$ cat src/rtl/core/mgrt_pkg.sv
// ----------------------------------------------------------------------------
// Min-gap reservation table package
// Shared sizes, codes and types for the reservation cell row and its
// count tree.
// ----------------------------------------------------------------------------
package mgrt_pkg;

	// Table size and field widths.
	localparam int CAPACITY   = 64;
	localparam int TIME_BITS  = 20;
	localparam int GAP_BITS   = 8;
	localparam int COUNT_W    = $clog2(CAPACITY + 1);

	// Reset value of the minimum gap register.
	localparam logic [GAP_BITS-1:0] GAP_RESET = GAP_BITS'(3);

	// The count tree sums the cell flags in groups of this size.
	localparam int GROUP_SIZE = 8;
	localparam int NUM_GROUPS = (CAPACITY + GROUP_SIZE - 1) / GROUP_SIZE;
	localparam int GROUP_W    = $clog2(GROUP_SIZE + 1);

	// Result status codes.
	typedef enum logic [1:0] {
		ST_OK       = 2'd0,
		ST_CONFLICT = 2'd1,
		ST_FULL     = 2'd2
	} status_t;

	// Request kinds.
	typedef enum logic {
		KIND_RESERVE = 1'b0,
		KIND_COUNT   = 1'b1
	} kind_t;

	// Sequencer phases of one transaction.
	typedef enum logic [1:0] {
		PH_IDLE,
		PH_CMP,
		PH_SUM,
		PH_DONE
	} phase_t;

	// Query broadcast to every cell.
	typedef struct packed {
		logic [TIME_BITS-1:0] time_value;
		logic [GAP_BITS-1:0]  min_gap;
	} query_t;

	// Per-cell compare results.
	typedef struct packed {
		logic conflict;
		logic at_or_before;
	} cell_flags_t;

endpackage

$ cat src/rtl/core/mgrt_count.sv
// ----------------------------------------------------------------------------
// Reservation count tree
// Sums the at-or-before flags and merges the conflict flags of all cells
// through one registered group level.
// ----------------------------------------------------------------------------
module mgrt_count (
	input  logic                             clk,
	input  mgrt_pkg::cell_flags_t            flags [mgrt_pkg::CAPACITY],
	output logic [mgrt_pkg::COUNT_W-1:0]     total,
	output logic                             conflict_any
);

	logic [mgrt_pkg::GROUP_W-1:0] grp_cnt    [mgrt_pkg::NUM_GROUPS];
	logic                         grp_conf   [mgrt_pkg::NUM_GROUPS];
	logic [mgrt_pkg::GROUP_W-1:0] grp_cnt_s2 [mgrt_pkg::NUM_GROUPS];
	logic                         grp_conf_s2[mgrt_pkg::NUM_GROUPS];

	// First level: one small popcount and OR per group of cells.
	always_comb begin
		for (int g = 0; g < mgrt_pkg::NUM_GROUPS; g++) begin
			grp_cnt[g]  = '0;
			grp_conf[g] = 1'b0;
			for (int k = 0; k < mgrt_pkg::GROUP_SIZE; k++) begin
				if (g * mgrt_pkg::GROUP_SIZE + k < mgrt_pkg::CAPACITY) begin
					grp_cnt[g] = grp_cnt[g] + mgrt_pkg::GROUP_W'(
						flags[g * mgrt_pkg::GROUP_SIZE + k].at_or_before);
					grp_conf[g] = grp_conf[g] ||
						flags[g * mgrt_pkg::GROUP_SIZE + k].conflict;
				end
			end
		end
	end

	always_ff @(posedge clk) begin
		for (int g = 0; g < mgrt_pkg::NUM_GROUPS; g++) begin
			grp_cnt_s2[g]  <= grp_cnt[g];
			grp_conf_s2[g] <= grp_conf[g];
		end
	end

	// Second level: add the group counts and merge the group conflicts.
	always_comb begin
		total        = '0;
		conflict_any = 1'b0;
		for (int g = 0; g < mgrt_pkg::NUM_GROUPS; g++) begin
			total        = total + mgrt_pkg::COUNT_W'(grp_cnt_s2[g]);
			conflict_any = conflict_any || grp_conf_s2[g];
		end
	end

endmodule

$ cat config.mk
export PLATFORM = sky130hd
export DESIGN_NAME = mgrt_count
export DESIGN_NICKNAME = d
export VERILOG_FILES = /design/src/rtl/core/mgrt_pkg.sv /design/src/rtl/core/mgrt_count.sv
export SDC_FILE = /design/constraint.sdc
export NUM_CORES = 1
export LEC_CHECK = 0
export ABC_AREA = 1
export BUFFER_PORTS_ARGS = -buffer_cell sky130_fd_sc_hd__buf_2
export CAP_MARGIN = 10
export CORE_MARGIN = 3
export CORE_UTILIZATION = 49
export CTS_CLUSTER_DIAMETER = 60
export DETAILED_ROUTE_END_ITERATION = 7
export PLACE_DENSITY = 0.82
export SYNTH_ARGS = -nofsm -noshare
export SYNTH_HDL_FRONTEND = slang
export SYNTH_SLANG_ARGS = --single-unit
$ cat constraint.sdc
create_clock -name clk -period 4.9 [get_ports clk]
set_input_delay 0.49 -clock clk [delete_from_list [all_inputs] [get_ports clk]]
set_output_delay 0.49 -clock clk [all_outputs]
set_load 0.02 [all_outputs]
# ---- Yosys cells after proc, flatten, opt, wreduce, memory -nomap -nowiden
# Memories as Yosys holds them, arrays and structs flattened.
# Index checks and enable logic that the tools add are counted.
# Widths: inputs -> output; s select.
dict set report word_totals {
  regBits 0
  latch_bits 0
  ram_bits 40
  rom_bits 0
  inputBits 129
  mem_count 2
}
# memory words word_bits read_ports rd_ports_with_merged_regs write_ports line
set memory_table {}
lappend memory_table {grp_cnt_s2 8 4 8 0 8 mgrt_count.sv:15} ;# logic [mgrt_pkg::GROUP_W-1:0] grp_cnt_s2 [mgrt_pkg::NUM_GROUPS];
lappend memory_table {grp_conf_s2 8 1 8 0 8 mgrt_count.sv:16} ;# logic grp_conf_s2[mgrt_pkg::NUM_GROUPS];
dict set report op_classes {
  add_sub_neg 63
  multipliers 0
  div 0
  order_cmp 0
  eq_ne 0
  n_shift 0
  n_mux 0
  bitwise_logic 0
  n_reduce_logical 63
}
# operator n
set op_table {}
lappend op_table {{$add 4x1->4} 32}
lappend op_table {{$logic_or 1x1->1} 63}
lappend op_table {{$add 7x4->7} 6}
lappend op_table {{$add 3x1->4} 8}
lappend op_table {{$add 2x1->3} 8}
lappend op_table {{$add 1x1->2} 8}
lappend op_table {{$add 4x4->5} 1}

# ---- Longest topological paths before layout
dict set report logic_depth {
  word_depth 7
  ltp_mapped 17
  mapped_depth_nobuf 17
}

# ---- Worst setup path after synthesis
# No wires, ideal clock.
dict set report synth_timing {
  path_type {reg-to-output}
  from {memory grp_cnt_s2[0][0] (netlist bit)}
  to {output total[5] (netlist bit)}
  t_arrival_ns 4.134
  t_required_ns 4.410
  path_slack_ns 0.276
  path_stages_with_launch 13
  path_cell_list {dfxtp_1 > ha_1 > fa_1 > xor2_1 > fa_1 > inv_1 > fa_1 > fa_1 > fa_1 > fa_1 > nand3b_1 > nand2_1 > xor2_1}
}
# element line
set synth_rtl {}
lappend synth_rtl {{start: declaration} mgrt_count.sv:15}
lappend synth_rtl {{end: declaration} mgrt_count.sv:9} ;# output logic [mgrt_pkg::COUNT_W-1:0] total,

==> impl_metrics.ini <==
[outcome]
status = complete, no violations

[global_routing]
antenna_found_initial = 0
grt_overflow_total = 0
grt_pass1_wl_um = 11400
track_usage = 0.195
grt_pass1_vias = 2767
grt_max_degree = 14

[synth]
ys_types = 14
synth.net_count = 540
avgSynthCellArea_sq_um = 9.86
yosys.area.top_type = fa_1
synth_common_cells = inv_1 (105), fa_1 (51), dfxtp_1 (40), ha_1 (39), nand2_1 (36)
ys.warnings.count = 0
synth_area_sq_um = 3170
synth_top_area_share = 0.323
synth_cells = 321
ys.flop_type = dfxtp_1
synth_edf_count = 0
synthTopCellsByArea = fa_1 (32%), dfxtp_1 (25%), ha_1 (15%), inv_1 (12%), nand2_1 (4.3%)
async_flop_share = 0
synth.most_common_cell = inv_1
yosys_register_bits = 40
seq_area_frac_synth = 0.253

[timing]
finalMaxSlewViolations = 0
setup_viol = 0
post-route-period-util = 0.971
worst_pin_slew_ns = 0.330
post-route-min-period_ns = 4.76
hold_viol = 0
max_freq_ghz = 0.210
relSlewSlack = 0.778
fin_ws_ns = 0.144

[setup_path]
cp-end-kind = output pin
crit_chain = ha_4 > fa_2 > xor2_2 > fa_1 > inv_2 > fa_1 > fa_1 > fa_1 > inv_1 > ha_1 > nand2_1 > nand2_2 > nand3_2 > nand2_1 > nand2_1 > nand2_1 > buf_4
crit_slowest_cell = fa_1
cp_slowest_stage_delay_ns = 0.56
worstPathRequired_ns = 4.41
startpoint = grp_cnt_s2[0][4]$_DFF_P_
crit_end = total[6]
worstSetupPathType = flip-flop to output pin
cp_data_arrival_time_ns = 4.27
worstPathMaxFanout = 2
cp-start-kind = flip-flop

[floorplanning]
rows = 28
die_x_um = 86.4
die_area_sq_um = 7460
coreArea_sq_um = 6100
start_util = 0.519
ioPinCount = 137
fp.dieH_um = 86.4

[clock_tree]
post_cts_buffers = 0
ctsHoldBuffers = 0
cts_tree = yes
clockBufferDepth = 2
clkTransAtPathRegs_ns = 0.08
htreeDepth = 2
cts-root-buf = clkbuf_8
cts_sinks = 40
cts_inserted_buffers = 5

[routing]
wirelength_um = 6750
firstDrtPassIters = 4
avgViaCountPerCell = 4.54
drc = 0
vias = 2450
post_drt_wl_per_cell_um = 12.5
drtIter0Drc = 37
ant_nets = 0

[place]
dp_hpwl_um = 6000
globalplace.congestion = 0.864
portBuffers = 136
preCtsSetupSlack_ns = 0.203

[min_path]
hold_class = input pin to flip-flop

[cells_and_area]
finalNetCount = 683
syn_to_final_growth_pct = 30.4
drive_gt1_frac = 0.333
num_antenna_cells = 0

[job]
maxCapViolations = 0
worst min path at each step:
stage / from / to / depth (start not counted)
after floorplan: flags[121] / grp_conf_s2[0][0]$_DFF_P_ / 2
after global routing: flags[105] / grp_conf_s2[0][1]$_DFF_P_ / 3
after detailed placement: flags[109] / grp_conf_s2[0][1]$_DFF_P_ / 3
after global placement: flags[73] / grp_conf_s2[0][3]$_DFF_P_ / 3
after CTS: flags[25] / grp_conf_s2[1][2]$_DFF_P_ / 3
final: flags[17] / grp_conf_s2[1][2]$_DFF_P_ / 3
layer usage:
layer | vias to the layer above | GRT usage | wire, um
met5 | - | 0 | 0
met4 | 0 | 0.0581 | 116
met3 | 11 | 0.0447 | 225
met2 | 48 | 0.372 | 3940
met1 | 1157 | 0.212 | 2470
li1 | 1234 | - | -
placed cells by master (no fill, tap or decap), types with 2 or more instances in the layout:
cell / count
dfxtp_1: 39
clkbuf_8: 6
nand2_1: 35
xor2_1: 8
ha_4: 3
nand3_1: 11
buf_4: 3
xnor2_1: 4
ha_1: 36
inv_1: 104
a21oi_1: 3
fa_1: 49
buf_2: 133
fa_2: 2
nor4_1: 18
repair_timing:
action,4_1_cts,5_1_grt
resized for setup,3,11
endpoints found under the setup margin,3,3
pin swaps,2,9
metrics by stage:
step	TNS (ns)	hold slack, ns	std cells	utilization	area [sq um]
2_1_floorplan	0	0.581	321	-	3170
3_3_place_gp	0	0.678	532	0.646	3940
3_5_place_dp	0	0.676	532	0.646	3940
4_1_cts	0	0.372	540	0.667	4070
5_1_grt	-0.00856	0.381	540	0.677	4130
6_report	0	0.379	540	0.677	4130
layout make-up:
class | instances | area (sq um)
well taps | 75 | 93.8
clock inverters | 2 | 38.8
inverters | 106 | 398
fillers | 480 | 1970
repair buffers | 136 | 688
clock buffers | 6 | 82.6
flip-flops and latches | 40 | 802
multi-input cells | 175 | 2020
kinds of logic after synthesis:
family | Yosys count | share of synthesized area
buffers and inverters | 106 | 0.126
AO/OA/AOI/OAI | 4 | 0.00632
adder cells (fa/ha/maj) | 90 | 0.477
flip-flops | 40 | 0.253
AND/OR/NAND/NOR | 68 | 0.102
XOR/XNOR | 13 | 0.0360
worst max-delay path, delay by kind of cell, from the launching register on:
| kind | cells | cell delay [ns] |
|---|---|---|
| XOR/XNOR | 1 | 0.16 |
| adder cells (fa/ha/maj) | 7 | 2.80 |
| AND/OR/NAND/NOR | 6 | 0.41 |
| buffers and inverters | 3 | 0.26 |
| flip-flops | 1 | 0.34 |
state kept, by name, indices dropped and copies added, names as in the netlist:
register and count:
grp_conf_s2 8, grp_cnt_s2 32
Power is not shown: default switching activity piles up to over one toggle a cycle in this logic, so the estimate is an artifact.
