==> src/rtl/core/mgrt_pkg.sv <==
// ----------------------------------------------------------------------------
// Min-gap reservation table package
// Shared sizes, codes and types for the reservation cell row and its
// count tree.
// ----------------------------------------------------------------------------
package mgrt_pkg;

	// Table size and field widths.
	localparam int CAPACITY   = 64;
	localparam int TIME_BITS  = 20;
	localparam int GAP_BITS   = 8;
	localparam int COUNT_W    = $clog2(CAPACITY + 1);

	// Reset value of the minimum gap register.
	localparam logic [GAP_BITS-1:0] GAP_RESET = GAP_BITS'(3);

	// The count tree sums the cell flags in groups of this size.
	localparam int GROUP_SIZE = 8;
	localparam int NUM_GROUPS = (CAPACITY + GROUP_SIZE - 1) / GROUP_SIZE;
	localparam int GROUP_W    = $clog2(GROUP_SIZE + 1);

	// Result status codes.
	typedef enum logic [1:0] {
		ST_OK       = 2'd0,
		ST_CONFLICT = 2'd1,
		ST_FULL     = 2'd2
	} status_t;

	// Request kinds.
	typedef enum logic {
		KIND_RESERVE = 1'b0,
		KIND_COUNT   = 1'b1
	} kind_t;

	// Sequencer phases of one transaction.
	typedef enum logic [1:0] {
		PH_IDLE,
		PH_CMP,
		PH_SUM,
		PH_DONE
	} phase_t;

	// Query broadcast to every cell.
	typedef struct packed {
		logic [TIME_BITS-1:0] time_value;
		logic [GAP_BITS-1:0]  min_gap;
	} query_t;

	// Per-cell compare results.
	typedef struct packed {
		logic conflict;
		logic at_or_before;
	} cell_flags_t;

endpackage

==> src/rtl/core/mgrt_cell.sv <==
// ----------------------------------------------------------------------------
// Reservation cell
// Holds one reserved time, passes it to the next cell on an insert, and
// compares it against the broadcast query.
// ----------------------------------------------------------------------------
module mgrt_cell (
	input  logic                              clk,
	input  logic                              shift_en,
	input  logic [mgrt_pkg::TIME_BITS-1:0]    shift_in,
	output logic [mgrt_pkg::TIME_BITS-1:0]    shift_out,
	input  logic                              active,
	input  mgrt_pkg::query_t                  query,
	output mgrt_pkg::cell_flags_t             flags_s1
);

	logic [mgrt_pkg::TIME_BITS-1:0] time_q;
	logic [mgrt_pkg::TIME_BITS-1:0] diff;
	logic                           conflict;
	logic                           at_or_before;

	// Stored time moves one cell down the row on every insert.
	always_ff @(posedge clk) begin
		if (shift_en) begin
			time_q <= shift_in;
		end
	end

	assign shift_out = time_q;

	// Distance to the query time and the two compare results.
	always_comb begin
		if (time_q >= query.time_value) begin
			diff = time_q - query.time_value;
		end else begin
			diff = query.time_value - time_q;
		end
		conflict = active && ((diff == '0) ||
			(diff < mgrt_pkg::TIME_BITS'(query.min_gap)));
		at_or_before = active && (time_q <= query.time_value);
	end

	// Registered flags feed the count tree.
	always_ff @(posedge clk) begin
		flags_s1.conflict     <= conflict;
		flags_s1.at_or_before <= at_or_before;
	end

endmodule

==> config.mk <==
export PLATFORM = sky130hd
export DESIGN_NAME = mgrt_cell
export DESIGN_NICKNAME = d
export VERILOG_FILES = /design/src/rtl/core/mgrt_pkg.sv /design/src/rtl/core/mgrt_cell.sv
export SDC_FILE = /design/constraint.sdc
export NUM_CORES = 1
export LEC_CHECK = 0
export ABC_AREA = 1
export BUFFER_PORTS_ARGS = -buffer_cell sky130_fd_sc_hd__buf_2
export CAP_MARGIN = 20
export CORE_MARGIN = 3
export CORE_UTILIZATION = 62
export DETAILED_ROUTE_END_ITERATION = 7
export PLACE_DENSITY = 0.91
export REMOVE_ABC_BUFFERS = 1
export SLEW_MARGIN = 20
export SYNTH_ARGS = -nofsm -noshare
export SYNTH_HDL_FRONTEND = slang
export SYNTH_SLANG_ARGS = --single-unit
==> constraint.sdc <==
create_clock -name clk -period 7.05 [get_ports clk]
set_input_delay 0.3525 -clock clk [delete_from_list [all_inputs] [get_ports clk]]
set_output_delay 0.3525 -clock clk [all_outputs]
set_load 0.01 [all_outputs]
# Word level (Yosys, flattened, before mapping)
# Cells that the tools add are included.
[totals]
regBits = 22
wordCells = 13
[op_classes]
mux = 1
n_addsub = 2
reduce_logical = 4
magnitude_cmp = 3
[ops]
columns = ["operator", "n"]
rows = [
  ["$sub 20x20->20", 2],
  ["$ge 20x20->1", 1],
  ["$le 20x20->1", 1],
  ["$logic_not 20->1", 1],
  ["$lt 20x8->1", 1],
  ["$mux 20", 1],
  ["$logic_and 1x1->1", 2],
  ["$logic_or 1x1->1", 1],
]

# Longest topological paths before layout
# Gate-level depths: netlist of the first run.
[depth]
word_depth = 5
ltp_mapped = 22
mapped_depth_nobuf = 22

# Least setup slack after synthesis of the first run
# Ideal clock, no wire load.
[synth_path]
path_type = "reg2reg"
start = "register time_q, in the netlist shift_out[0]"
end = "register flags_s1[1] (netlist bit)"
setup_slack_ps = 4148
arrival_time_ps = 2838
stages_incl_launch_ff = 22
setup_time_ps = 64
required_time_ps = 6986
synth_period_minus_slack_ps = 2902
path_cell_list = "edfxtp_1 inv_1 ha_1 inv_1 fa_1 nand3_1 nand3_1 nand2_1 nand3_2 nand2_2 nand4_1 nand2_1 inv_1 ha_1 a21oi_1 o21ai_0 nand3_1 nand2_1 a21o_1 a21oi_1 a21oi_1 nor2_1"
[synth_between]
elab_chain_cells = 5
word_cells_on_any_way = 8
[synth_lines]
columns = ["item", "line", "source"]
rows = [
  ["start, declared", "mgrt_cell.sv:16", "logic [mgrt_pkg::TIME_BITS-1:0] time_q;"],
  ["start signal, assigned", "mgrt_cell.sv:24", "time_q <= shift_in;"],
  ["$sub 20x20->20 (tied with other cells)", "mgrt_cell.sv:35", "diff = query.time_value - time_q;"],
  ["$mux 20 (*)", "mgrt_cell.sv:32", "if (time_q >= query.time_value) begin"],
  ["$lt 20x8->1 or $logic_not 20->1 (tied branches)", "mgrt_cell.sv:38, mgrt_cell.sv:37", ""],
  ["$logic_or 1x1->1 (*)", "mgrt_cell.sv:37", "conflict = active && ((diff == '0) ||"],
  ["$logic_and 1x1->1 (*)", "mgrt_cell.sv:37", ""],
  ["via conflict", "mgrt_cell.sv:18", "logic conflict;"],
  ["end, declared", "mgrt_cell.sv:13", "output mgrt_pkg::cell_flags_t flags_s1"],
]
# The timed path passes the listed nets; every way through them passes the cells marked *.
# A chain may end at the register's enable or synchronous reset.

# Worst setup path after layout of the first run
# Same ends and word-level chain as after synthesis.

==> summary.log, run 1 <==
qor: clocking.cts_repair_resize_count 0
qor: synthesis.syn_area 3690 sq um
qor: synthesis.avgSynthCellArea 6.13 sq um
qor: grt.groute.usage.overall 30.0%
qor: cells_and_area.syn2layout_area_growth 12.9%
qor: critical_path.class_of_the_most_critical_setup_path reg2reg
qor: power_and_ir_drop.powerDensity 153 nW/um^2
qor: sta.finalHoldViolations 0
qor: drt.antenna_left 0
qor: drt.detail_route.first_pass.iterations 6
qor: cells_and_area.nNetsFinal 775
qor: synthesis.synth_edf_count 20
qor: clocking.cts.sinks 22
qor: sta.timing.final.crit_period 3.26 ns
qor: clocking.postCtsSetupBuffers 0
qor: sta.final.setup.worst_slack 3.79 ns
qor: drt.route.final.wire_length 10500 um
qor: synthesis.synthFlopType edfxtp_1
qor: drt.drt_iter0_drcs 376
qor: clocking.tritoncts done
qor: synthesis.netlist_top_cells_count 208 x nand2_1, 119 x inv_1, 47 x nand3_1, 46 x ha_1, 37 x a21oi_1
qor: sta.unrepaired_setup_endpoints_after_global_routing false
qor: critical_path.worst_setup_path_start_kind register
qor: critical_path.crit_required 7.27 ns
qor: synthesis.share_of_yosys_cell_area_claimed_by_the_top_area_cell_type 21.2%
qor: sta.setup-tns-final 0 ns
qor: place.finalWeightedCongestion 0.952
qor: sta.skew 0.00708 ns
qor: sta.final_max_slew_viol_count 0
qor: synthesis.synth_seq_cells 22
qor: clocking.clk_root_buffer_cell clkbuf_8
qor: sta.slew-limit-headroom 66.5%
qor: min_path.min_path_type in2reg
qor: floorplanning.total_core_area 5640 sq um
qor: floorplanning.floorplan.io_pins 73
qor: clocking.holdBufCountCts 0
qor: sta.tightestPinTransition 0.503 ns
qor: drt.vias_per_cell 5.42
qor: synthesis.synth_xor_area_share 2.61%
qor: cells_and_area.drive_above_1_share 17.8%
qor: cells_and_area.antenna_cells_inserted 0
qor: grt.grt.overflow.total 0
qor: synthesis.synth_area_leader_cell nand2_1
qor: synthesis.synth_simple_gate_area_share 41.4%
qor: synthesis.synth_area_in_adders 16.7%
qor: synthesis.synth_top_family_by_area simple AND/OR/NAND/NOR gates
qor: outcome.run_status finished, final reports clean
qor: clocking.clock_tree.htree_level_count 1
qor: place.pre_cts_setup_slack 3.80 ns
qor: clocking.clock_path_buffers 2
qor: clocking.cts_buffers 3
qor: synthesis.synth.lib_cells_used.distinct 33
qor: place.io_buffers 72
qor: synthesis.ys.warnings.count 0
qor: drt.drt-wirelength-per-cell 14.0 um
qor: critical_path.critPathArrivalTime 3.49 ns
qor: grt.grt_pass1_vias 3776
qor: synthesis.post_synth_main_area_contributors nand2_1 21%, edfxtp_1 16%, ha_1 16%
qor: floorplanning.starting_density 65.4%
qor: floorplanning.die_h 83.1 um
qor: clocking.cts.clk_slew.worst_paths 0.10 ns
qor: synthesis.fraction_of_the_yosys_area_taken_by_sequential_cells 17.4%
qor: clocking.worstSkewPairLatency 0.28 ns
qor: grt.grt_pass1_wl 17100 um
qor: power_and_ir_drop.ir_drop 0.000112 V
qor: place.hpwlAfterDp 8960 um
qor: job.drv.max_cap_violation_count 0
qor: floorplanning.die_w 83.1 um
qor: synthesis.synth-compound-area-share 7.87%
qor: power_and_ir_drop.p_leak 2.53 nW
qor: critical_path.cp_slowest_stage_delay 0.45 ns
qor: critical_path.critical_path.slowest_cell fa_1
qor: sta.max_freq 306 MHz
qor: floorplanning.std_cell_rows 27
qor: sta.finalSetupViolations 0
qor: critical_path.critical_path.cell_chain inv_1 > ha_1 > inv_1 > fa_1 > nand3_1 > nand3_1 > nand2_1 > nand3_2 > nand2_2 > nand4_1 > nand2_1 > inv_1 > ha_1 > a21oi_1 > o21ai_0 > nand3_1 > nand2_1 > a21o_1 > a21oi_1 > a21oi_1 > nor2_1
qor: grt.antenna_found_initial 0
qor: grt.grt_max_degree 21
qor: synthesis.post-synth-top-count-cell nand2_1
qor: drt.drcViolationCount 0
qor: floorplanning.die_area 6910 sq um
qor: critical_path.crit_path_max_fanout 8
qor: synthesis.share_of_synthesized_flip_flops_with_an_asynchronous_set_or_reset 0%
qor: drt.vias 4051
qor: synthesis.syn-instance-count 602
qor: critical_path.setup.worst_path.end_class register
qor: sta.finalCritPeriodShare 46.3%
qor: synthesis.muxShareOfSynthArea 0%
[cells in the final DEF (no fill, tap or decap), drive strengths merged]
cell type  instances
fa                 2
inv              131
nand3b             1
a21o               1
buf               72
nand2            223
xor2               8
clkinv             2
a21oi             39
edfxtp            20
nand3             52
nand4             15
o21ai             10
o21bai             3
nor2              37
nor3               5
ha                46
dfxtp              2
xnor2              3
clkbuf             3
[worst max-delay path: cells and delay by family (launching register included)]
family | cells | cell delay (ns)
AOI/OAI and AO/OA | 5 | 0.60
adders and majority gates | 3 | 0.88
buffers and inverters | 3 | 0.21
DFF | 1 | 0.42
and+or+nand+nor | 10 | 1.10
[flip-flops by register name, indices dropped and copies added, names as in the netlist]
register	flops
shift_out	20
flags_s1	2
[metrics by stage]
stage | util (%) | area, sq um | total power, mW | hold WS (ns) | cells
floorplan | - | 3670 | 0.433 | 0.451 | 599
global placement | 73.0 | 4120 | 0.524 | 0.529 | 743
detailed placement | 73.0 | 4120 | 0.537 | 0.531 | 743
CTS | 73.8 | 4160 | 0.627 | 0.240 | 747
global route | 73.8 | 4160 | 0.684 | 0.232 | 747
finish | 73.8 | 4160 | 0.637 | 0.235 | 747
[layer usage]
metal	part of all wire, %	vias to the layer above	track usage [%]
li1	-	2013	-
met1	44	1813	40.9
met2	45	194	48.8
met3	9.0	31	5.16
met4	2.3	0	8.17
met5	0	-	0
[area by class of cell]
type / count / area [sq um]
clock buffer: 3 / 41.3
clock inverter: 1 / 3.75
fill: 481 / 1480
inverter: 132 / 497
multi-input combinational: 445 / 2530
sequential: 22 / 641
tap: 72 / 90.1
timing repair buffer: 72 / 360
[where the power goes]
group / leakage, nW / total, mW / internal (mW) / switching (mW)
sequential: 0.212 / 0.161 / 0.154 / 0.00749
combinational: 2.29 / 0.384 / 0.133 / 0.252
clock: 0.0231 / 0.0915 / 0.0393 / 0.0523
[kinds of logic after synthesis]
group / Yosys count
compound gates: 53
simple gates: 333
xor+xnor: 11
fa+ha+maj: 48
buf+inv: 135
flops: 22
[worst paths after layout]
path	startpoint	end	slack (ns)	cells after the start
max	shift_out[0]$_DFFE_PP_	flags_s1[1]$_DFF_P_	3.79	21
min reg2reg	shift_out[19]$_DFFE_PP_	flags_s1[0]$_DFF_P_	0.95	6
min	shift_in[9]	shift_out[9]$_DFFE_PP_	0.24	1
max reg2reg	shift_out[0]$_DFFE_PP_	flags_s1[1]$_DFF_P_	3.79	21
Power figures use the tool's default switching activity.
==> inputs of run 2 (changes only) <==
Settings changed: CORE_UTILIZATION 62 to 57, PLACE_DENSITY 0.91 to 0.85.
Clock period 7.05 ns to 3.3 ns, I/O delays scaled along.
==> run 2 against run 1 <==
Utilization decreased by 4.5 points. Fmax is 5.7% higher. Non-clock buffer count is 4 higher. Wire length decreased by 2.8%. Flip-flop and latch count did not move. Sequential share of layout area fell by 0.23 points. Global-route usage decreased by 1.7 points. Clock-buffer cell count unchanged. Design area is 1.5% higher. Final cell count grew 0.80%. Largest power group unchanged.
==> summary.log, run 2 (synthesis results as in run 1) <==
qor: outcome.run_status finished, final reports clean
qor: cells_and_area.syn2layout_area_growth 14.6%
qor: sta.finalSetupViolations 0
qor: drt.drt_iter0_drcs 383
qor: critical_path.critPathArrivalTime 3.31 ns
qor: grt.grt_max_degree 21
qor: floorplanning.floorplan.io_pins 73
qor: grt.groute.usage.overall 28.3%
qor: cells_and_area.mostFrequentLayoutCell nand2_1
qor: drt.drt-wirelength-per-cell 13.5 um
qor: place.detailed_place.area 4130 sq um
qor: critical_path.cp.buffers_inverters 3
qor: sta.skew 0.00334 ns
qor: clocking.clock_path_buffers 2
qor: sta.unrepaired_setup_endpoints_after_global_routing false
qor: critical_path.ff2ff_setup_slack 0.21 ns
qor: place.io_buffers 72
qor: sta.setup-tns-final 0 ns
qor: sta.final_max_slew_viol_count 0
qor: critical_path.crit_required 3.52 ns
qor: critical_path.setup.worst_path.end_class register
qor: grt.grt.overflow.total 0
qor: drt.detail_route.first_pass.iterations 5
qor: clocking.tritoncts done
qor: clocking.clock_tree.htree_level_count 1
qor: floorplanning.total_core_area 6100 sq um
qor: power_and_ir_drop.powerDensity 320 nW/um^2
qor: grt.grt_pass1_wl 16800 um
qor: sta.tightestPinTransition 0.500 ns
qor: place.dp_cells 747
qor: clocking.cts.clk_slew.worst_paths 0.09 ns
qor: critical_path.worstSetupEndpoint flags_s1[1]$_DFF_P_
qor: sta.finalHoldViolations 0
qor: clocking.worstSkewPairLatency 0.27 ns
qor: clocking.cts.sinks 22
qor: floorplanning.die_h 86.4 um
qor: critical_path.class_of_the_most_critical_setup_path reg2reg
qor: floorplanning.std_cell_rows 28
qor: critical_path.cp-startpoint shift_out[17]$_DFFE_PP_
qor: power_and_ir_drop.ir_drop 0.000235 V
qor: sta.finalCritPeriodShare 93.6%
qor: cells_and_area.nNetsFinal 779
qor: place.finalWeightedCongestion 0.995
qor: critical_path.critical_path.slowest_cell ha_1
qor: floorplanning.starting_density 60.5%
qor: cells_and_area.antenna_cells_inserted 0
qor: job.drv.max_cap_violation_count 0
qor: drt.antenna_left 0
qor: drt.drcViolationCount 0
qor: floorplanning.die_area 7470 sq um
qor: power_and_ir_drop.p_leak 2.55 nW
qor: critical_path.count_of_cells_along_the_worst_register_to_register_path 20
qor: drt.route.final.wire_length 10200 um
qor: critical_path.r2r-start shift_out[17]$_DFFE_PP_
qor: cells_and_area.largest_reg_flops 20
qor: drt.vias 3938
qor: critical_path.crit_path_max_fanout 10
qor: critical_path.cp_top_family simple AND/OR/NAND/NOR gates
qor: power_and_ir_drop.power.total 1.35 mW
qor: clocking.cts_buffers 3
qor: sta.slew-limit-headroom 66.7%
qor: cells_and_area.drive_above_1_share 19.3%
qor: cells_and_area.final_cell_count_no_fill 753
qor: sta.timing.final.crit_period 3.09 ns
qor: grt.grt_pass1_vias 3693
qor: clocking.clk_root_buffer_cell clkbuf_8
qor: floorplanning.die_w 86.4 um
qor: place.hpwlAfterDp 8730 um
qor: cells_and_area.filler_cell_count 589
qor: critical_path.cp_slowest_stage_delay 0.43 ns
qor: cells_and_area.final_cell_mix 207 x nand2_1, 119 x inv_1, 72 x buf_2, 46 x nand3_1, 42 x ha_1
qor: min_path.min_path_type in2reg
qor: place.pre_cts_setup_slack 0.0621 ns
qor: sta.max_freq 324 MHz
qor: grt.antenna_found_initial 0
qor: drt.vias_per_cell 5.23
qor: sta.final.setup.worst_slack 0.211 ns
qor: critical_path.r2r_end flags_s1[1]$_DFF_P_
qor: critical_path.critical_path.cell_chain inv_1 > ha_1 > nand2_2 > nor2_4 > inv_2 > nor2_4 > nand3_2 > nand4_4 > nand2_1 > nand2_1 > inv_1 > ha_1 > a21oi_1 > o21ai_0 > nand3_1 > nand2_1 > a21o_1 > a21oi_1 > a21oi_1 > nor2_1
qor: cells_and_area.design_area 4220 sq um
qor: critical_path.number_of_stages_on_the_worst_setup_path 20
qor: critical_path.worst_setup_path_start_kind register
-- run 2: cell types whose count changed in the layout (fill, tap and decap cells not counted), sizes merged --
| cell | change |
|---|---|
| buf | +4 |
| clkinv | -1 |
-- run 2: how the worst min path moves through the flow --
stage                       startpoint                      end  cells after the start
after global placement    shift_in[17]  shift_out[17]$_DFFE_PP_                      1
final                     shift_in[14]  shift_out[14]$_DFFE_PP_                      1
after global routing       shift_in[6]   shift_out[6]$_DFFE_PP_                      1
after CTS                  shift_in[9]   shift_out[9]$_DFFE_PP_                      1
after detailed placement   shift_in[9]   shift_out[9]$_DFFE_PP_                      1
after floorplan            shift_in[0]   shift_out[0]$_DFFE_PP_                      0
-- run 2: metal layers --
metal  up-vias  global-route usage [%]  share of wire (%)
met1      1724                    41.2                 46
li1       2032                       -                  -
met4         0                    5.38                1.1
met2       169                    45.2                 44
met5         -                       0                  0
met3        13                    3.52                8.8
-- run 2: report_power, final --
group / switching [mW] / internal (mW) / total (mW)
Combinational: 0.527 / 0.294 / 0.821
Clock: 0.103 / 0.0820 / 0.185
Sequential: 0.0150 / 0.328 / 0.343
-- run 2: what timing repair did --
item | 4_1_cts | 5_1_grt
gates resized for setup | 0 | 9
hold buffers | 0 | 0
setup buffers | 0 | 3
setup endpoints to repair | 0 | 1
-- run 2: area by class of cell --
class | instances | area [sq um] | area share, %
clock buffer | 3 | 41.3 | 0.977
inverter | 132 | 497 | 11.8
multi-input combinational | 445 | 2560 | 60.6
sequential | 22 | 641 | 15.2
tap | 75 | 93.8 | 2.22
timing repair buffer | 76 | 390 | 9.24
-- run 2: metrics by stage --
| stage | utilization (%) | hold slack (ns) |
|---|---|---|
| 2_1_floorplan | - | 0.264 |
| 3_3_place_gp | 67.7 | 0.341 |
| 3_5_place_dp | 67.7 | 0.343 |
| 4_1_cts | 68.4 | 0.0560 |
| 5_1_grt | 69.3 | 0.0434 |
| 6_report | 69.3 | 0.0588 |
==> inputs of run 3 (changes only) <==
--- a/config.mk
+++ b/config.mk
@@ -14,4 +14,5 @@
 export PLACE_DENSITY = 0.85
 export REMOVE_ABC_BUFFERS = 1
+export SETUP_SLACK_MARGIN = 0.05
 export SLEW_MARGIN = 20
 export SYNTH_ARGS = -nofsm -noshare
==> constraint.sdc (replaced) <==
create_clock -name clk -period 3.3 [get_ports clk]
set_input_delay 0.165 -clock clk [delete_from_list [all_inputs] [get_ports clk]]
set_output_delay 0.165 -clock clk [all_outputs]
set_load 0.05 [all_outputs]
==> run 3 against run 2 <==
Clock power hardly changed. Register-to-register slack improved by 0.07 ns. Setup slack improved by 0.070 ns. Utilization up 0.57 points. Clock skew barely moved.
==> summary.log, run 3 (synthesis results as in run 1) <==
qor: cells_and_area.nNetsFinal 781
qor: drt.route.final.wire_length 10300 um
qor: grt.groute.usage.overall 28.4%
qor: critical_path.critical_path.cell_chain inv_1 > ha_1 > inv_1 > fa_2 > nand3_2 > nand3_4 > nand2_2 > nand3_2 > nand2_4 > nand4_1 > nand2_1 > inv_1 > ha_1 > nand2_1 > o21ai_0 > nand3_1 > nand2_1 > a21o_1 > a21oi_1 > a21oi_1 > nor2_1
qor: clocking.cts.sinks 22
qor: sta.max_freq 331 MHz
qor: sta.final_max_slew_viol_count 0
qor: outcome.run_status finished, final reports clean
qor: floorplanning.floorplan.io_pins 73
qor: clocking.clk_root_buffer_cell clkbuf_8
qor: sta.timing.final.crit_period 3.02 ns
qor: power_and_ir_drop.powerDensity 335 nW/um^2
qor: critical_path.crit_path_max_fanout 8
qor: drt.drt-wirelength-per-cell 13.6 um
qor: critical_path.class_of_the_most_critical_setup_path reg2reg
qor: floorplanning.std_cell_rows 28
qor: clocking.clock_path_buffers 2
qor: job.drv.max_cap_violation_count 0
qor: grt.grt_max_degree 21
qor: grt.grt_pass1_wl 16900 um
qor: floorplanning.die_h 86.4 um
qor: place.detailed_place.area 4130 sq um
qor: critical_path.crit_required 3.48 ns
qor: cells_and_area.syn2layout_area_growth 15.5%
qor: clocking.clock_tree.htree_level_count 1
qor: grt.grt.overflow.total 0
qor: cells_and_area.drive_above_1_share 20.6%
qor: place.finalWeightedCongestion 0.995
qor: critical_path.worst_setup_path_start_kind register
qor: sta.tightestPinTransition 0.498 ns
qor: place.hpwlAfterDp 8730 um
qor: sta.slew-limit-headroom 66.8%
qor: sta.skew 0.00375 ns
qor: cells_and_area.design_area 4260 sq um
qor: grt.antenna_found_initial 0
qor: critical_path.cp_slowest_stage_delay 0.42 ns
qor: floorplanning.die_area 7470 sq um
qor: critical_path.critPathArrivalTime 3.19 ns
qor: power_and_ir_drop.power.combinational.fraction 63.0%
qor: sta.unrepaired_setup_endpoints_after_global_routing false
qor: place.io_buffers 72
qor: min_path.min_path_type in2reg
qor: floorplanning.total_core_area 6100 sq um
qor: clocking.tritoncts done
qor: cells_and_area.final_cell_mix 207 x nand2_1, 119 x inv_1, 72 x buf_2, 45 x nand3_1, 37 x a21oi_1
qor: clocking.holdBufCountCts 0
qor: floorplanning.die_w 86.4 um
qor: drt.vias_per_cell 5.26
qor: power_and_ir_drop.power_internal 0.714 mW
qor: drt.antenna_left 0
qor: clocking.cts_buffers 3
qor: cells_and_area.largest_reg_flops 20
qor: power_and_ir_drop.p_seq_share 24.0%
qor: floorplanning.starting_density 60.5%
qor: critical_path.cp.buffers_inverters 3
qor: drt.detail_route.first_pass.iterations 5
qor: critical_path.setup.worst_path.end_class register
qor: critical_path.critical_path.slowest_cell edfxtp_1
qor: sta.finalSetupViolations 0
qor: grt.grt_pass1_vias 3700
qor: power_and_ir_drop.p_clk_share 12.9%
qor: cells_and_area.antenna_cells_inserted 0
qor: sta.setup-tns-final 0 ns
qor: drt.drt_iter0_drcs 331
qor: power_and_ir_drop.switching_share 50.0%
qor: power_and_ir_drop.ir_drop 0.000259 V
qor: sta.finalCritPeriodShare 91.5%
qor: clocking.cts.clk_slew.worst_paths 0.09 ns
qor: drt.vias 3973
qor: power_and_ir_drop.p_leak 2.55 nW
qor: drt.drcViolationCount 0
qor: critical_path.cp_top_family simple AND/OR/NAND/NOR gates
qor: sta.finalHoldViolations 0
qor: cells_and_area.mostFrequentLayoutCell nand2_1
qor: clocking.worstSkewPairLatency 0.27 ns
qor: power_and_ir_drop.switching_power 0.714 mW
[run 3: metrics by stage]
stage          setup WS, ns  std cells  power, mW  hold slack, ns  util (%)
2_1_floorplan         0.179        599      0.989           0.264         -
3_3_place_gp          0.271        747       1.18           0.341      67.7
3_5_place_dp         0.0621        747       1.20           0.343      67.7
4_1_cts               0.102        750       1.39          0.0560      68.5
5_1_grt              0.0519        755       1.55          0.0434      69.9
6_report              0.281        755       1.43          0.0580      69.9
[run 3: final timing paths]
check | from | to | slack, ns | cells after the start
worst max register to register | shift_out[0]$_DFFE_PP_ | flags_s1[1]$_DFF_P_ | 0.28 | 21
worst min register to register | shift_out[19]$_DFFE_PP_ | flags_s1[0]$_DFF_P_ | 0.89 | 6
worst max-delay path | shift_out[0]$_DFFE_PP_ | flags_s1[1]$_DFF_P_ | 0.28 | 21
worst min-delay path | shift_in[10] | shift_out[10]$_DFFE_PP_ | 0.06 | 1
[run 3: worst register-to-register path: stages, from the launching register on]
cell and delay [ns]:
edfxtp_1 0.42, inv_1 0.08, ha_1 0.13, inv_1 0.08
fa_2 0.40, nand3_2 0.12, nand3_4 0.10, nand2_2 0.10
nand3_2 0.10, nand2_4 0.12, nand4_1 0.10, nand2_1 0.10
inv_1 0.05, ha_1 0.29, nand2_1 0.06, o21ai_0 0.21
nand3_1 0.10, nand2_1 0.07, a21o_1 0.11, a21oi_1 0.06
a21oi_1 0.11, nor2_1 0.05
[run 3: timing repair]
item / in CTS / in global routing
hold endpoints to repair: 0 / 0
endpoints found under the setup margin: 1 / 1
buffers inserted: 0 / 5
resized for setup: 1 / 15
pin swaps: 0 / 1
[run 3: layer usage]
layer / wire, um / share of wire (%) / GRT usage, %
met2: 4590 / 45 / 45.3
met4: 140 / 1.4 / 5.52
met3: 811 / 7.9 / 3.99
met5: 0 / 0 / 0
met1: 4750 / 46 / 41.0
[run 3: cell type report]
cell class              instances  area (sq um)
repair buffers                 78           405
inverters                     132           497
multi-input cells             445          2580
well taps                      75          93.8
clock buffers                   3          41.3
fillers                       580          1840
flip-flops and latches         22           641
[run 3: power by group through the flow]
stage	sequential, mW	clock (mW)	combinational [mW]
finish	0.343	0.185	0.900
global route	0.348	0.200	1.00
CTS	0.343	0.190	0.858
detailed placement	0.350	0	0.854
global placement	0.348	0	0.835
floorplan	0.423	0	0.566
